==> src/hw/rtl/dckf_pkg.sv <==
// ---------------------------------------------------------------------------
// Day-cycle keyframe selector package
// Widths, constants, codes and helper functions shared by the selector.
// ---------------------------------------------------------------------------
package dckf_pkg;

   localparam int MAX_KEYS = 16;
   localparam int IDX_W    = $clog2(MAX_KEYS);
   localparam int CNT_W    = IDX_W + 1;
   localparam int TIME_W   = 21;
   localparam int FRAC_W   = 16;
   localparam int WEIGHT_W = FRAC_W + 1;
   localparam int STEP_W   = $clog2(FRAC_W);

   localparam logic [TIME_W-1:0]   DAY_TICKS  = TIME_W'(1382400);
   localparam logic [WEIGHT_W-1:0] WEIGHT_ONE = WEIGHT_W'(1) << FRAC_W;
   localparam logic [CNT_W-1:0]    KEYS_MAX   = CNT_W'(MAX_KEYS);

   typedef enum logic [1:0] {
      CMD_LOAD  = 2'd0,
      CMD_INVAL = 2'd1,
      CMD_TICK  = 2'd2
   } cmd_type;

   typedef enum logic [8:0] {
      ST_IDLE    = 9'b000000001,
      ST_SCAN    = 9'b000000010,
      ST_FETCH_P = 9'b000000100,
      ST_FETCH_N = 9'b000001000,
      ST_CHECK   = 9'b000010000,
      ST_SETUP   = 9'b000100000,
      ST_PREP    = 9'b001000000,
      ST_DIV     = 9'b010000000,
      ST_DONE    = 9'b100000000
   } state_type;

   typedef struct packed {
      logic              start;
      logic [TIME_W-1:0] dividend;
      logic [TIME_W-1:0] divisor;
   } div_cmd_type;

   typedef struct packed {
      logic              done;
      logic [FRAC_W-1:0] quotient;
   } div_stat_type;

   function automatic logic [TIME_W-1:0] clamp_time(input logic [TIME_W-1:0] t);
      return (t > DAY_TICKS) ? DAY_TICKS : t;
   endfunction

   // Distance going forward around the day from a to b.
   function automatic logic [TIME_W-1:0] circ_diff(input logic [TIME_W-1:0] a,
                                                   input logic [TIME_W-1:0] b);
      logic [TIME_W:0] s;
      if (a > b) begin
         s = {1'b0, DAY_TICKS} - {1'b0, a} + {1'b0, b};
      end else begin
         s = {1'b0, b} - {1'b0, a};
      end
      return s[TIME_W-1:0];
   endfunction

endpackage

==> src/hw/rtl/dckf_if.sv <==
// ---------------------------------------------------------------------------
// Day-cycle keyframe selector channels
// Valid/ready interfaces for the request and the response channel.
// ---------------------------------------------------------------------------
interface dckf_req_if;
   logic                           valid;
   logic                           ready;
   logic [1:0]                     command;
   logic [dckf_pkg::IDX_W-1:0]     key_index;
   logic [dckf_pkg::TIME_W-1:0]    time_value;

   modport source (output valid, output command, output key_index, output time_value,
                   input ready);
   modport sink (input valid, input command, input key_index, input time_value,
                 output ready);
endinterface

interface dckf_rsp_if;
   logic                           valid;
   logic                           ready;
   logic [dckf_pkg::IDX_W-1:0]     prev_index;
   logic [dckf_pkg::IDX_W-1:0]     next_index;
   logic [dckf_pkg::WEIGHT_W-1:0]  blend_weight;

   modport source (output valid, output prev_index, output next_index,
                   output blend_weight, input ready);
   modport sink (input valid, input prev_index, input next_index, input blend_weight,
                 output ready);
endinterface

==> src/hw/rtl/dckf_ram.sv <==
// ---------------------------------------------------------------------------
// Day-cycle keyframe selector RAM
// Simple dual-port synchronous RAM with a registered read port.
// ---------------------------------------------------------------------------
module dckf_ram #(
   parameter int DEPTH = 16,
   parameter int WIDTH = 21
) (
   input  logic                     clock,
   input  logic                     wr_en,
   input  logic [$clog2(DEPTH)-1:0] wr_addr,
   input  logic [WIDTH-1:0]         wr_data,
   input  logic                     rd_en,
   input  logic [$clog2(DEPTH)-1:0] rd_addr,
   output logic [WIDTH-1:0]         rd_data
);

   logic [WIDTH-1:0] mem_ff [DEPTH];
   logic [WIDTH-1:0] rd_data_ff;

   always_ff @(posedge clock) begin
      if (wr_en) begin
         mem_ff[wr_addr] <= wr_data;
      end
   end

   always_ff @(posedge clock) begin
      if (rd_en) begin
         rd_data_ff <= mem_ff[rd_addr];
      end
   end

   assign rd_data = rd_data_ff;

endmodule

==> src/hw/rtl/dckf_div.sv <==
// ---------------------------------------------------------------------------
// Day-cycle keyframe selector divider
// Restoring divider that produces the fractional bits of a proper fraction,
// one quotient bit per cycle.
// ---------------------------------------------------------------------------
module dckf_div (
   input  logic                   clock,
   input  logic                   reset,
   input  dckf_pkg::div_cmd_type  cmd,
   output dckf_pkg::div_stat_type stat
);

   logic                            busy_ff, busy_in;
   logic [dckf_pkg::STEP_W-1:0]     count_ff, count_in;
   logic [dckf_pkg::TIME_W-1:0]     rem_ff, rem_in;
   logic [dckf_pkg::TIME_W-1:0]     len_ff, len_in;
   logic [dckf_pkg::FRAC_W-1:0]     quot_ff, quot_in;
   logic                            done_ff, done_in;
   logic [dckf_pkg::TIME_W:0]       rem_dbl;
   logic                            fits;

   assign rem_dbl = {rem_ff, 1'b0};
   assign fits    = rem_dbl >= {1'b0, len_ff};

   always_comb begin
      busy_in  = busy_ff;
      count_in = count_ff;
      rem_in   = rem_ff;
      len_in   = len_ff;
      quot_in  = quot_ff;
      done_in  = 1'b0;
      if (cmd.start) begin
         busy_in  = 1'b1;
         count_in = dckf_pkg::STEP_W'(dckf_pkg::FRAC_W - 1);
         rem_in   = cmd.dividend;
         len_in   = cmd.divisor;
      end else if (busy_ff) begin
         rem_in  = fits ? dckf_pkg::TIME_W'(rem_dbl - {1'b0, len_ff})
                        : rem_dbl[dckf_pkg::TIME_W-1:0];
         quot_in = {quot_ff[dckf_pkg::FRAC_W-2:0], fits};
         if (count_ff == '0) begin
            busy_in = 1'b0;
            done_in = 1'b1;
         end else begin
            count_in = count_ff - 1'b1;
         end
      end
   end

   always_ff @(posedge clock) begin
      if (reset) begin
         busy_ff <= 1'b0;
         done_ff <= 1'b0;
      end else begin
         busy_ff <= busy_in;
         done_ff <= done_in;
      end
   end

   always_ff @(posedge clock) begin
      count_ff <= count_in;
      rem_ff   <= rem_in;
      len_ff   <= len_in;
      quot_ff  <= quot_in;
   end

   assign stat.done     = done_ff;
   assign stat.quotient = quot_ff;

endmodule

==> src/hw/rtl/day_cycle_keyframe_selector_core.sv <==
// Load, invalidate and unknown transactions are handled in ST_IDLE and give no response.
// A tick with a held pair that does not advance goes through FETCH_P, FETCH_N, CHECK,
// SETUP and PREP to DONE, and through DIV as well when the weight needs the divider.
// A first search or an advance adds a scan in SCAN of the keys in use, one at a time
// through the one RAM read port. No transaction is taken until the response
// is in its register, where it may wait. Synchronous reset clears the held pair.
// ---------------------------------------------------------------------------
// Day-cycle keyframe selector core
// Keyframe table in RAM, bracketing-pair search and blend-weight computation.
// Synchronous reset also clears the response valid bit and sets key_count to one.
// ---------------------------------------------------------------------------
module day_cycle_keyframe_selector_core (
   input  logic                         clock,
   input  logic                         reset,
   dckf_req_if.sink                     req_chan,
   dckf_rsp_if.source                   rsp_chan,
   input  logic                         csr_wr_en,
   input  logic [dckf_pkg::CNT_W-1:0]   csr_wr_data
);

   localparam int TW = dckf_pkg::TIME_W;
   localparam int IW = dckf_pkg::IDX_W;
   localparam int CW = dckf_pkg::CNT_W;
   localparam int WW = dckf_pkg::WEIGHT_W;

   dckf_pkg::state_type    state_ff, state_in;
   logic [CW-1:0]          key_count_ff, key_count_in;
   logic [TW-1:0]          t_ff, t_in;
   logic [IW-1:0]          prev_ff, prev_in;
   logic [IW-1:0]          next_ff, next_in;
   logic                   pair_valid_ff, pair_valid_in;
   logic                   final_ff, final_in;
   logic [TW-1:0]          tp_ff, tp_in;
   logic [TW-1:0]          tn_ff, tn_in;
   logic [CW-1:0]          scan_addr_ff, scan_addr_in;
   logic                   cmp_vld_ff, cmp_vld_in;
   logic [IW-1:0]          cmp_idx_ff, cmp_idx_in;
   logic [TW-1:0]          len_ff, len_in;
   logic [TW-1:0]          dist_ff, dist_in;
   logic                   inside_ff, inside_in;
   logic [WW-1:0]          weight_ff, weight_in;
   logic                   rsp_valid_ff, rsp_valid_in;
   logic [IW-1:0]          rsp_prev_ff, rsp_prev_in;
   logic [IW-1:0]          rsp_next_ff, rsp_next_in;
   logic [WW-1:0]          rsp_weight_ff, rsp_weight_in;

   logic                   ram_wr_en;
   logic [IW-1:0]          ram_wr_addr;
   logic [TW-1:0]          ram_wr_data;
   logic                   ram_rd_en;
   logic [IW-1:0]          ram_rd_addr;
   logic [TW-1:0]          ram_rd_data;

   dckf_pkg::div_cmd_type  div_cmd;
   dckf_pkg::div_stat_type div_stat;

   logic [CW-1:0]          keys_used;
   logic [IW-1:0]          last_idx;
   logic                   req_fire;
   logic [TW-1:0]          req_time;
   logic                   scan_hit;
   logic                   scan_all;
   logic                   advance;

   dckf_ram #(
      .DEPTH (dckf_pkg::MAX_KEYS),
      .WIDTH (TW)
   ) u_ram (
      .clock   (clock),
      .wr_en   (ram_wr_en),
      .wr_addr (ram_wr_addr),
      .wr_data (ram_wr_data),
      .rd_en   (ram_rd_en),
      .rd_addr (ram_rd_addr),
      .rd_data (ram_rd_data)
   );

   dckf_div u_div (
      .clock (clock),
      .reset (reset),
      .cmd   (div_cmd),
      .stat  (div_stat)
   );

   always_comb begin
      if (key_count_ff == '0) begin
         keys_used = CW'(1);
      end else if (key_count_ff > dckf_pkg::KEYS_MAX) begin
         keys_used = dckf_pkg::KEYS_MAX;
      end else begin
         keys_used = key_count_ff;
      end
   end

   assign last_idx = IW'(keys_used - 1'b1);
   assign req_fire = req_chan.valid && (state_ff == dckf_pkg::ST_IDLE);
   assign req_time = dckf_pkg::clamp_time(req_chan.time_value);
   assign scan_hit = cmp_vld_ff && (ram_rd_data >= t_ff);
   assign scan_all = scan_addr_ff == keys_used;

   always_comb begin
      if (tp_ff > ram_rd_data) begin
         advance = (t_ff > ram_rd_data) && (t_ff < tp_ff);
      end else begin
         advance = t_ff > ram_rd_data;
      end
   end

   assign ram_wr_en   = req_fire && (req_chan.command == dckf_pkg::CMD_LOAD);
   assign ram_wr_addr = req_chan.key_index;
   assign ram_wr_data = req_time;

   always_comb begin
      state_in      = state_ff;
      key_count_in  = csr_wr_en ? csr_wr_data : key_count_ff;
      t_in          = t_ff;
      prev_in       = prev_ff;
      next_in       = next_ff;
      pair_valid_in = pair_valid_ff;
      final_in      = final_ff;
      tp_in         = tp_ff;
      tn_in         = tn_ff;
      scan_addr_in  = scan_addr_ff;
      cmp_vld_in    = cmp_vld_ff;
      cmp_idx_in    = cmp_idx_ff;
      len_in        = len_ff;
      dist_in       = dist_ff;
      inside_in     = inside_ff;
      weight_in     = weight_ff;
      rsp_valid_in  = rsp_valid_ff && !rsp_chan.ready;
      rsp_prev_in   = rsp_prev_ff;
      rsp_next_in   = rsp_next_ff;
      rsp_weight_in = rsp_weight_ff;
      ram_rd_en     = 1'b0;
      ram_rd_addr   = scan_addr_ff[IW-1:0];
      div_cmd       = '{start: 1'b0, dividend: dist_ff, divisor: len_ff};

      unique case (state_ff)
         dckf_pkg::ST_IDLE: begin
            if (req_fire) begin
               case (req_chan.command)
                  dckf_pkg::CMD_INVAL: begin
                     pair_valid_in = 1'b0;
                     prev_in       = '0;
                     next_in       = '0;
                  end
                  dckf_pkg::CMD_TICK: begin
                     t_in         = req_time;
                     final_in     = 1'b0;
                     scan_addr_in = '0;
                     cmp_vld_in   = 1'b0;
                     state_in     = pair_valid_ff ? dckf_pkg::ST_FETCH_P
                                                  : dckf_pkg::ST_SCAN;
                  end
                  default: begin
                  end
               endcase
            end
         end
         dckf_pkg::ST_SCAN: begin
            if (scan_hit || scan_all) begin
               final_in = 1'b1;
               state_in = dckf_pkg::ST_FETCH_P;
               if (!pair_valid_ff) begin
                  pair_valid_in = 1'b1;
                  if (scan_hit) begin
                     next_in = cmp_idx_ff;
                     prev_in = (cmp_idx_ff == '0) ? last_idx : cmp_idx_ff - 1'b1;
                  end else begin
                     next_in = '0;
                     prev_in = last_idx;
                  end
               end else begin
                  prev_in = next_ff;
                  next_in = scan_hit ? cmp_idx_ff : '0;
               end
            end else begin
               ram_rd_en    = 1'b1;
               cmp_vld_in   = 1'b1;
               cmp_idx_in   = scan_addr_ff[IW-1:0];
               scan_addr_in = scan_addr_ff + 1'b1;
            end
         end
         dckf_pkg::ST_FETCH_P: begin
            ram_rd_en   = 1'b1;
            ram_rd_addr = prev_ff;
            state_in    = dckf_pkg::ST_FETCH_N;
         end
         dckf_pkg::ST_FETCH_N: begin
            ram_rd_en   = 1'b1;
            ram_rd_addr = next_ff;
            tp_in       = ram_rd_data;
            state_in    = dckf_pkg::ST_CHECK;
         end
         dckf_pkg::ST_CHECK: begin
            tn_in = ram_rd_data;
            if (!final_ff && advance) begin
               scan_addr_in = '0;
               cmp_vld_in   = 1'b0;
               state_in     = dckf_pkg::ST_SCAN;
            end else begin
               state_in = dckf_pkg::ST_SETUP;
            end
         end
         dckf_pkg::ST_SETUP: begin
            len_in  = dckf_pkg::circ_diff(tp_ff, tn_ff);
            dist_in = dckf_pkg::circ_diff(tp_ff, t_ff);
            if (tp_ff > tn_ff) begin
               inside_in = (t_ff >= tp_ff) || (t_ff <= tn_ff);
            end else begin
               inside_in = (t_ff >= tp_ff) && (t_ff <= tn_ff);
            end
            state_in = dckf_pkg::ST_PREP;
         end
         dckf_pkg::ST_PREP: begin
            if ((len_ff == '0) || !inside_ff) begin
               weight_in = '0;
               state_in  = dckf_pkg::ST_DONE;
            end else if (dist_ff >= len_ff) begin
               weight_in = dckf_pkg::WEIGHT_ONE;
               state_in  = dckf_pkg::ST_DONE;
            end else begin
               div_cmd.start = 1'b1;
               state_in      = dckf_pkg::ST_DIV;
            end
         end
         dckf_pkg::ST_DIV: begin
            if (div_stat.done) begin
               weight_in = {1'b0, div_stat.quotient};
               state_in  = dckf_pkg::ST_DONE;
            end
         end
         dckf_pkg::ST_DONE: begin
            if (!rsp_valid_ff || rsp_chan.ready) begin
               rsp_valid_in  = 1'b1;
               rsp_prev_in   = prev_ff;
               rsp_next_in   = next_ff;
               rsp_weight_in = weight_ff;
               state_in      = dckf_pkg::ST_IDLE;
            end
         end
         default: begin
            state_in = dckf_pkg::ST_IDLE;
         end
      endcase
   end

   always_ff @(posedge clock) begin
      if (reset) begin
         state_ff      <= dckf_pkg::ST_IDLE;
         key_count_ff  <= CW'(1);
         prev_ff       <= '0;
         next_ff       <= '0;
         pair_valid_ff <= 1'b0;
         final_ff      <= 1'b0;
         scan_addr_ff  <= '0;
         cmp_vld_ff    <= 1'b0;
         rsp_valid_ff  <= 1'b0;
      end else begin
         state_ff      <= state_in;
         key_count_ff  <= key_count_in;
         prev_ff       <= prev_in;
         next_ff       <= next_in;
         pair_valid_ff <= pair_valid_in;
         final_ff      <= final_in;
         scan_addr_ff  <= scan_addr_in;
         cmp_vld_ff    <= cmp_vld_in;
         rsp_valid_ff  <= rsp_valid_in;
      end
   end

   always_ff @(posedge clock) begin
      t_ff          <= t_in;
      tp_ff         <= tp_in;
      tn_ff         <= tn_in;
      cmp_idx_ff    <= cmp_idx_in;
      len_ff        <= len_in;
      dist_ff       <= dist_in;
      inside_ff     <= inside_in;
      weight_ff     <= weight_in;
      rsp_prev_ff   <= rsp_prev_in;
      rsp_next_ff   <= rsp_next_in;
      rsp_weight_ff <= rsp_weight_in;
   end

   assign req_chan.ready        = state_ff == dckf_pkg::ST_IDLE;
   assign rsp_chan.valid        = rsp_valid_ff;
   assign rsp_chan.prev_index   = rsp_prev_ff;
   assign rsp_chan.next_index   = rsp_next_ff;
   assign rsp_chan.blend_weight = rsp_weight_ff;

endmodule

==> src/flat_wrapper.sv <==
// flat-port wrapper written by rule: the top's interface ports become plain ports
module day_cycle_keyframe_selector_core_flat 
  (clock, reset, csr_wr_en, csr_wr_data, req_chan_valid, req_chan_command, req_chan_key_index, req_chan_time_value, req_chan_ready, rsp_chan_valid, rsp_chan_prev_index, rsp_chan_next_index, rsp_chan_blend_weight, rsp_chan_ready);
  dckf_req_if req_chan_i ();
  dckf_rsp_if rsp_chan_i ();
  input  logic clock;
  input  logic reset;
  input  logic csr_wr_en;
  input  logic [dckf_pkg::CNT_W-1:0] csr_wr_data;
  input wire logic [$bits(req_chan_i.valid)-1:0] req_chan_valid;
  input wire logic [$bits(req_chan_i.command)-1:0] req_chan_command;
  input wire logic [$bits(req_chan_i.key_index)-1:0] req_chan_key_index;
  input wire logic [$bits(req_chan_i.time_value)-1:0] req_chan_time_value;
  output wire logic [$bits(req_chan_i.ready)-1:0] req_chan_ready;
  output wire logic [$bits(rsp_chan_i.valid)-1:0] rsp_chan_valid;
  output wire logic [$bits(rsp_chan_i.prev_index)-1:0] rsp_chan_prev_index;
  output wire logic [$bits(rsp_chan_i.next_index)-1:0] rsp_chan_next_index;
  output wire logic [$bits(rsp_chan_i.blend_weight)-1:0] rsp_chan_blend_weight;
  input wire logic [$bits(rsp_chan_i.ready)-1:0] rsp_chan_ready;
  assign req_chan_i.valid = req_chan_valid;
  assign req_chan_i.command = req_chan_command;
  assign req_chan_i.key_index = req_chan_key_index;
  assign req_chan_i.time_value = req_chan_time_value;
  assign req_chan_ready = req_chan_i.ready;
  assign rsp_chan_valid = rsp_chan_i.valid;
  assign rsp_chan_prev_index = rsp_chan_i.prev_index;
  assign rsp_chan_next_index = rsp_chan_i.next_index;
  assign rsp_chan_blend_weight = rsp_chan_i.blend_weight;
  assign rsp_chan_i.ready = rsp_chan_ready;
  day_cycle_keyframe_selector_core u_core (.clock(clock), .reset(reset), .req_chan(req_chan_i), .rsp_chan(rsp_chan_i), .csr_wr_en(csr_wr_en), .csr_wr_data(csr_wr_data));
endmodule
==> config.mk <==
export PLATFORM = sky130hd
export DESIGN_NAME = day_cycle_keyframe_selector_core_flat
export DESIGN_NICKNAME = d
export VERILOG_FILES = /design/src/hw/rtl/dckf_pkg.sv /design/src/hw/rtl/dckf_if.sv /design/src/hw/rtl/dckf_ram.sv /design/src/hw/rtl/dckf_div.sv /design/src/hw/rtl/day_cycle_keyframe_selector_core.sv /design/src/flat_wrapper.sv
export SDC_FILE = /design/constraint.sdc
export NUM_CORES = 1
export LEC_CHECK = 0
export CAP_MARGIN = 10
export CORE_MARGIN = 2
export CORE_UTILIZATION = 30
export DETAILED_ROUTE_END_ITERATION = 10
export DONT_BUFFER_PORTS = 1
export MAX_ROUTING_LAYER = met4
export SYNTH_ARGS = -nofsm -noshare
export SYNTH_HDL_FRONTEND = slang
export SYNTH_SLANG_ARGS = --single-unit
==> constraint.sdc <==
create_clock -name clock -period 5.9 [get_ports clock]
set_input_delay 0.59 -clock clock [delete_from_list [all_inputs] [get_ports clock]]
set_output_delay 0.59 -clock clock [all_outputs]
set_load 0.01 [all_outputs]
# ---- Word level (Yosys, flattened, before mapping)
# Memories as Yosys holds them, arrays and structs flattened. A register that Yosys moved wholly into a read port is not among the register bits.
# Index checks and enable logic that the tools add are counted.
dict set report totals {
  regBits 247
  mem_bits_rw 336
  in_bits 37
  out_inout_bits 27
  n_memories 1
}
dict set report op_classes {
  add_sub_neg 10
  n_lt_le_gt_ge 12
  eq_ne 21
  mux 63
  bitwise_logic 4
  n_reduce_logical 36
}
# name words width rd rd_ports_with_merged_regs wr line
set mem_list {}
lappend mem_list {u_core.u_ram.mem_ff 16 21 1 1 1 dckf_ram.sv:18} ;# logic [WIDTH-1:0] mem_ff [DEPTH];
# op count
set op_table {}
lappend op_table {{$mux W21} 6}
lappend op_table {{$gt A21 B21 Y1} 4}
lappend op_table {{$pmux W9 S9} 1}
lappend op_table {{$ge A21 B21 Y1} 3}
lappend op_table {{$mux W9} 7}
lappend op_table {{$sub A21 B21 Y21} 3}
lappend op_table {{$mux W17} 3}
lappend op_table {{$add A21 B21 Y21} 2}
lappend op_table {{$pmux W17 S2} 1}
lappend op_table {{$mux W4} 8}
lappend op_table {{$mux W5} 6}
lappend op_table {{$pmux W4 S2} 3}
lappend op_table {{$ge A22 B21 Y1} 1}
lappend op_table {{$gt A21 B21 Y1 const B} 1}
lappend op_table {{$le A21 B21 Y1} 1}
lappend op_table {{$logic_not A21 Y1} 1}
lappend op_table {{$lt A21 B21 Y1} 1}
lappend op_table {{$mux W1} 21}
lappend op_table {{$sub A21 B21 Y21 const A} 1}
lappend op_table {{$pmux W5 S3} 1}
lappend op_table {{$ne A2 B1 Y1 const B} 6}
lappend op_table {{$sub A4 B1 Y4 const B} 3}
lappend op_table {{$reduce_and A5 Y1} 2}
lappend op_table {{$eq A9 B1 Y1 const B} 1}
lappend op_table {{33 further kinds} 59}

# ---- Longest topological paths before layout
dict set report logic_depth {
  ltp_word 9
  ltp_mapped 16
  mapped_depth_nobuf 16
}

# ---- By module
# From an unflattened synthesis, not the netlist that was laid out.
dict set report unflattened {
  cells_unflattened 2238
  hier_area_um2 30361.6
}
# mod n_inst cells_each area_per_inst_um2 seq_area_each_um2
set modules_own_cells {}
lappend modules_own_cells {dckf_ram 1 557 13487.9 10720.3}
lappend modules_own_cells {day_cycle_keyframe_selector_core 1 1336 13076.3 5185.0}
lappend modules_own_cells {dckf_div 1 345 3797.4 1861.8}

# ---- Worst setup path after synthesis
# Ideal clock, no wire load.
dict set report synth_path {
  path_type {reg2reg}
  startpoint {reg u_core.state_ff[3]}
  endpoint {reg u_core.state_ff[0]}
  setup_time_ns 0.119
  arrival_ns 4.774
  required_ns 5.781
  path_slack_ns 1.007
  stages_incl_launch_ff 10
  cell_sequence {dfxtp_1 buf_1 nor3_1 and2_1 nand2_1 nor3b_1 or4_1 o21ai_0 nand3_1 nand2_1}
}
dict set report synth_between {
  elab_chain_cells 4
  word_cells_on_any_way 17
  classes_between {14 x eq/ne; 1 x mux; 2 x reduce/logical}
}
# item line
set synth_lines {}
lappend synth_lines {{start, declared} day_cycle_keyframe_selector_core.sv:26} ;# dckf_pkg::state_type state_ff, state_in;
lappend synth_lines {{start signal, assigned} day_cycle_keyframe_selector_core.sv:250} ;# state_ff <= dckf_pkg::ST_IDLE;
lappend synth_lines {{start signal, assigned} day_cycle_keyframe_selector_core.sv:260} ;# state_ff <= state_in;
lappend synth_lines {{$eq A9 B1 Y1} {day_cycle_keyframe_selector_core.sv:96, day_cycle_keyframe_selector_core.sv:138}}
lappend synth_lines {{$logic_and A1 B1 Y1} day_cycle_keyframe_selector_core.sv:96} ;# assign req_fire = req_chan.valid && (state_ff == dckf_pkg::ST_IDLE);
lappend synth_lines {{$ne A2 B1 Y1 (no line)} --}
lappend synth_lines {{$reduce_and A5 Y1 (no line)} --}
# Parallel ways exist; a longest one is shown, timed or not.
# A chain may end at the register's enable or synchronous reset.

# ---- Worst setup path after layout
dict set report layout_path {
  startpoint {reg u_core.tp_ff[1]}
  endpoint {reg u_core.len_ff[19], data pin}
}
dict set report layout_between {
  elab_chain_cells 3
  word_cells_on_any_way 5
  classes_between {3 x add/sub; 1 x order compare; 1 x mux}
}
# item line
set layout_lines {}
lappend layout_lines {{start, declared} day_cycle_keyframe_selector_core.sv:33} ;# logic [TW-1:0] tp_ff, tp_in;
lappend layout_lines {{start signal, assigned} day_cycle_keyframe_selector_core.sv:274} ;# tp_ff <= tp_in;
lappend layout_lines {{$sub A21 B21 Y21} dckf_pkg.sv:57} ;# s = {1'b0, DAY_TICKS} - {1'b0, a} + {1'b0, b};
lappend layout_lines {{$add A21 B21 Y21} dckf_pkg.sv:57}
lappend layout_lines {{$mux W21 (*)} dckf_pkg.sv:56} ;# if (a > b) begin
lappend layout_lines {{end signal, assigned} day_cycle_keyframe_selector_core.sv:277} ;# len_ff <= len_in;
lappend layout_lines {{end, declared} day_cycle_keyframe_selector_core.sv:38} ;# logic [TW-1:0] len_ff, len_in;
# Every way passes the cells marked *; elsewhere a longest branch is shown, timed or not.

==> metrics <==
Crit Path Class reg -> reg; endpoint required time on the critical path 6230 ps; Post-CTS Resized 0; cell area after layout 0.03497 mm2; Cell Area, Synth 0.03090 mm2; most frequent cells after synthesis 567 x edfxtp_1, 327 x mux2i_1, 198 x ha_1; pin count of the biggest net entering global routing 51; syn_area_per_cell 12.77 um2; Fin Hold WS 48.60 ps; max incr delay on CP 480 ps; clock sinks 604; Critical Path End Type flop; GRT overflow 0; CTS tree done; setup tns final 0 ps; Diodes inserted 0; Max Buffers Root-to-Sink 3; CTS H-Tree Depth 3; Placer Congestion 0.8665; Max Freq 231.8 MHz; Synth top area share 55.10%; Rel. slew slack 24.18%; post-synth cell types 71; Primary FF master, synth edfxtp_1; Tot GR Track Use 13.26%; Layout Skew 25.44 ps; DRT antenna net count 0; crit-path max FO 6; placed wire-length estimate 46830 um; reg2reg setup slack 1590 ps; Slew @ Worst Pin 1135 ps; register bit total from synthesis 604; via count 18660; Placed Cells 3763; CP Cell Sequence inv_1, ha_1, nor3b_1, and2_1, nand2_1, xnor2_1, ha_1, a21oi_1, o21ai_0, nor2b_1, a221o_1, nor4_1, o31ai_1, o41ai_1, xor2_1, mux2i_1; DR iter-0 viols 1195; Crit path top cell by count ha_1; Final Cycle Share 73.12%; Slew Viols, Final 0; cts hold-fix bufs 0; Placeable Area 0.1020 mm2; Setup WS pre-CTS 1601 ps; Yosys warning total 0; Max VDD drop 0.2612 mV; count of final hold-check violations 0; Std-Cell Rows 117; Final Util 34.27%; worst skew pair latency 610 ps; die area 0.1056 mm2; dpl cell area 0.03274 mm2; Min-Delay Path Depth 1; Min-Delay Path Class in -> reg; hold endpoint u_core.next_ff[3]; unrepaired setup endpoints after global routing false; Root Buffer clkbuf_16; min-delay src reset; Synth async-reset ratio 0%; vias in the first global route 18590; CTS buffer count 68; Post-Route WL 68840 um; Worst R2R End u_core.len_ff[19]; power per cell area 275.9 mW/mm2; Setup-failing EPs final 0; Routed WL per cell 17.71 um; Final nets 2705; initial core utilization 30.28%; layout cell share with drive strength beyond 1 7.069%; Syn Nets 2660; final worst slack 1586 ps; Port-buffer cells 0; Layout Cells excl Fill 3886; Post-synth EDFFs 567; Die Height 324.9 um; Die X 324.9 um; Synth Instances 2420; total chip power 9.647 mW; Max Cap Violations 0; Synth area leader edfxtp_1; antenna violations before repair 0; Area Overhead vs Synth 13.17%; R2R cell count 16; CP Launch Type flop; Worst EP arrival 4650 ps; setup repair bufs after CTS 0; status finished clean; First-pass DRT Iterations 5; main area contributors after synthesis edfxtp_1 55%, mux2i_1 11%, ha_1 8.0%, dfxtp_1 2.4%, a21oi_1 2.3%; CP max-delay cell edfxtp_1; Post-route DRC 0; vias per cell 4.803; Ports 64; Reg-to-Reg Start u_core.tp_ff[1]; fin crit period 4314 ps; Worst-path clk slew 60 ps; first-pass GRT wire length 106800 um; register area share after synthesis 57.50%; Leak 12.27 nW; top-count cell post-synth edfxtp_1
-- state kept, by name, summed over array words and instances (netlist names), 9 cells and up --
signal and flops:
u_core.tn_ff 21, u_core.t_ff 21, u_core.u_ram.mem_ff 336, u_core.weight_ff 17, u_core.state_ff 9, u_core.tp_ff 21, u_core.u_div.quot_ff 16, u_core.dist_ff 21
u_core.u_div.len_ff 21, u_core.u_div.rem_ff 21, u_core.len_ff 21, u_core.rsp_chan.blend_weight 17, u_core.u_ram.rd_data 21
-- cells by family after synthesis --
kind of cell               share of synthesized area [%]
AOI/OAI and AO/OA                                  8.993
xor gates and xnor gates                           3.090
adders and majority gates                          8.374
buffers and inverters                              3.284
DFF                                                57.50
muxes                                              10.78
and+or+nand+nor                                    7.985
-- cells in the final DEF, fill, tap and decap left out, drive strengths merged, types with 6 or more instances in the layout --
cell      n
nand4    22
edfxtp  567
and2     38
o21bai   13
a21oi   145
bufinv    6
nand2   113
o21ai   100
nor4     12
or3      15
a21o     32
dfxtp    37
a31oi    21
nor3     39
nor2b    25
clkinv   22
nand2b   29
a211oi   20
xor2     39
mux2i   327
or2       6
ha      198
nand3    26
buf      39
o211ai   16
inv     170
o21a     28
a22oi     6
and3     14
or4       6
nor2    128
xnor2    70
nor3b     7
clkbuf   89
o31ai    12
-- critical path: cells and delay by family (launching register included) --
kind / cells / cell delay [ps]
xor+xnor: 2 / 410
mux: 1 / 90
buf+inv: 1 / 150
compound gates: 5 / 1070
fa+ha+maj: 2 / 530
simple gates: 5 / 1320
flops: 1 / 480
-- per-layer routing --
layer / GRT usage, % / part of all wire [%] / wire length, um / vias up
li1: - / - / - / 9181
met4: 3.674 / 2.2 / 1542 / 0
met3: 1.610 / 3.3 / 2259 / 99
met5: - / 0 / 0 / -
met2: 22.14 / 48 / 33270 / 316
met1: 16.97 / 46 / 31760 / 9068
-- power breakdown --
| part | total [mW] | leakage, nW | internal (mW) | switching, mW |
|---|---|---|---|---|
| clock | 4.18 | 1.07 | 2.47 | 1.71 |
| combinational | 0.660 | 5.85 | 0.224 | 0.436 |
| sequential | 4.81 | 5.35 | 4.75 | 0.0536 |
-- worst max path at each step --
stage / start / endpoint / slack, ps / cells after the start
2_1_floorplan: u_core.state_ff[3] / u_core.state_ff[0] / 1010 / 9
3_3_place_gp: u_core.tp_ff[1] / u_core.len_ff[19] / 1670 / 16
3_5_place_dp: u_core.tp_ff[1] / u_core.len_ff[19] / 1600 / 13
4_1_cts: u_core.tp_ff[1] / u_core.len_ff[19] / 1570 / 13
5_1_grt: u_core.tp_ff[1] / u_core.len_ff[19] / 1170 / 16
6_report: u_core.tp_ff[1] / u_core.len_ff[19] / 1590 / 16
-- cell type report --
| type | instances | area [um2] |
|---|---|---|
| fill | 9967 | 67060 |
| sequential | 604 | 17770 |
| multi-input combinational | 1585 | 12250 |
| clock buffer | 89 | 1822 |
| tap | 1368 | 1712 |
| inverter | 167 | 626.9 |
| clock inverter | 34 | 410.4 |
| timing repair buffer | 39 | 380.4 |
Power figures use the tool's default switching activity.
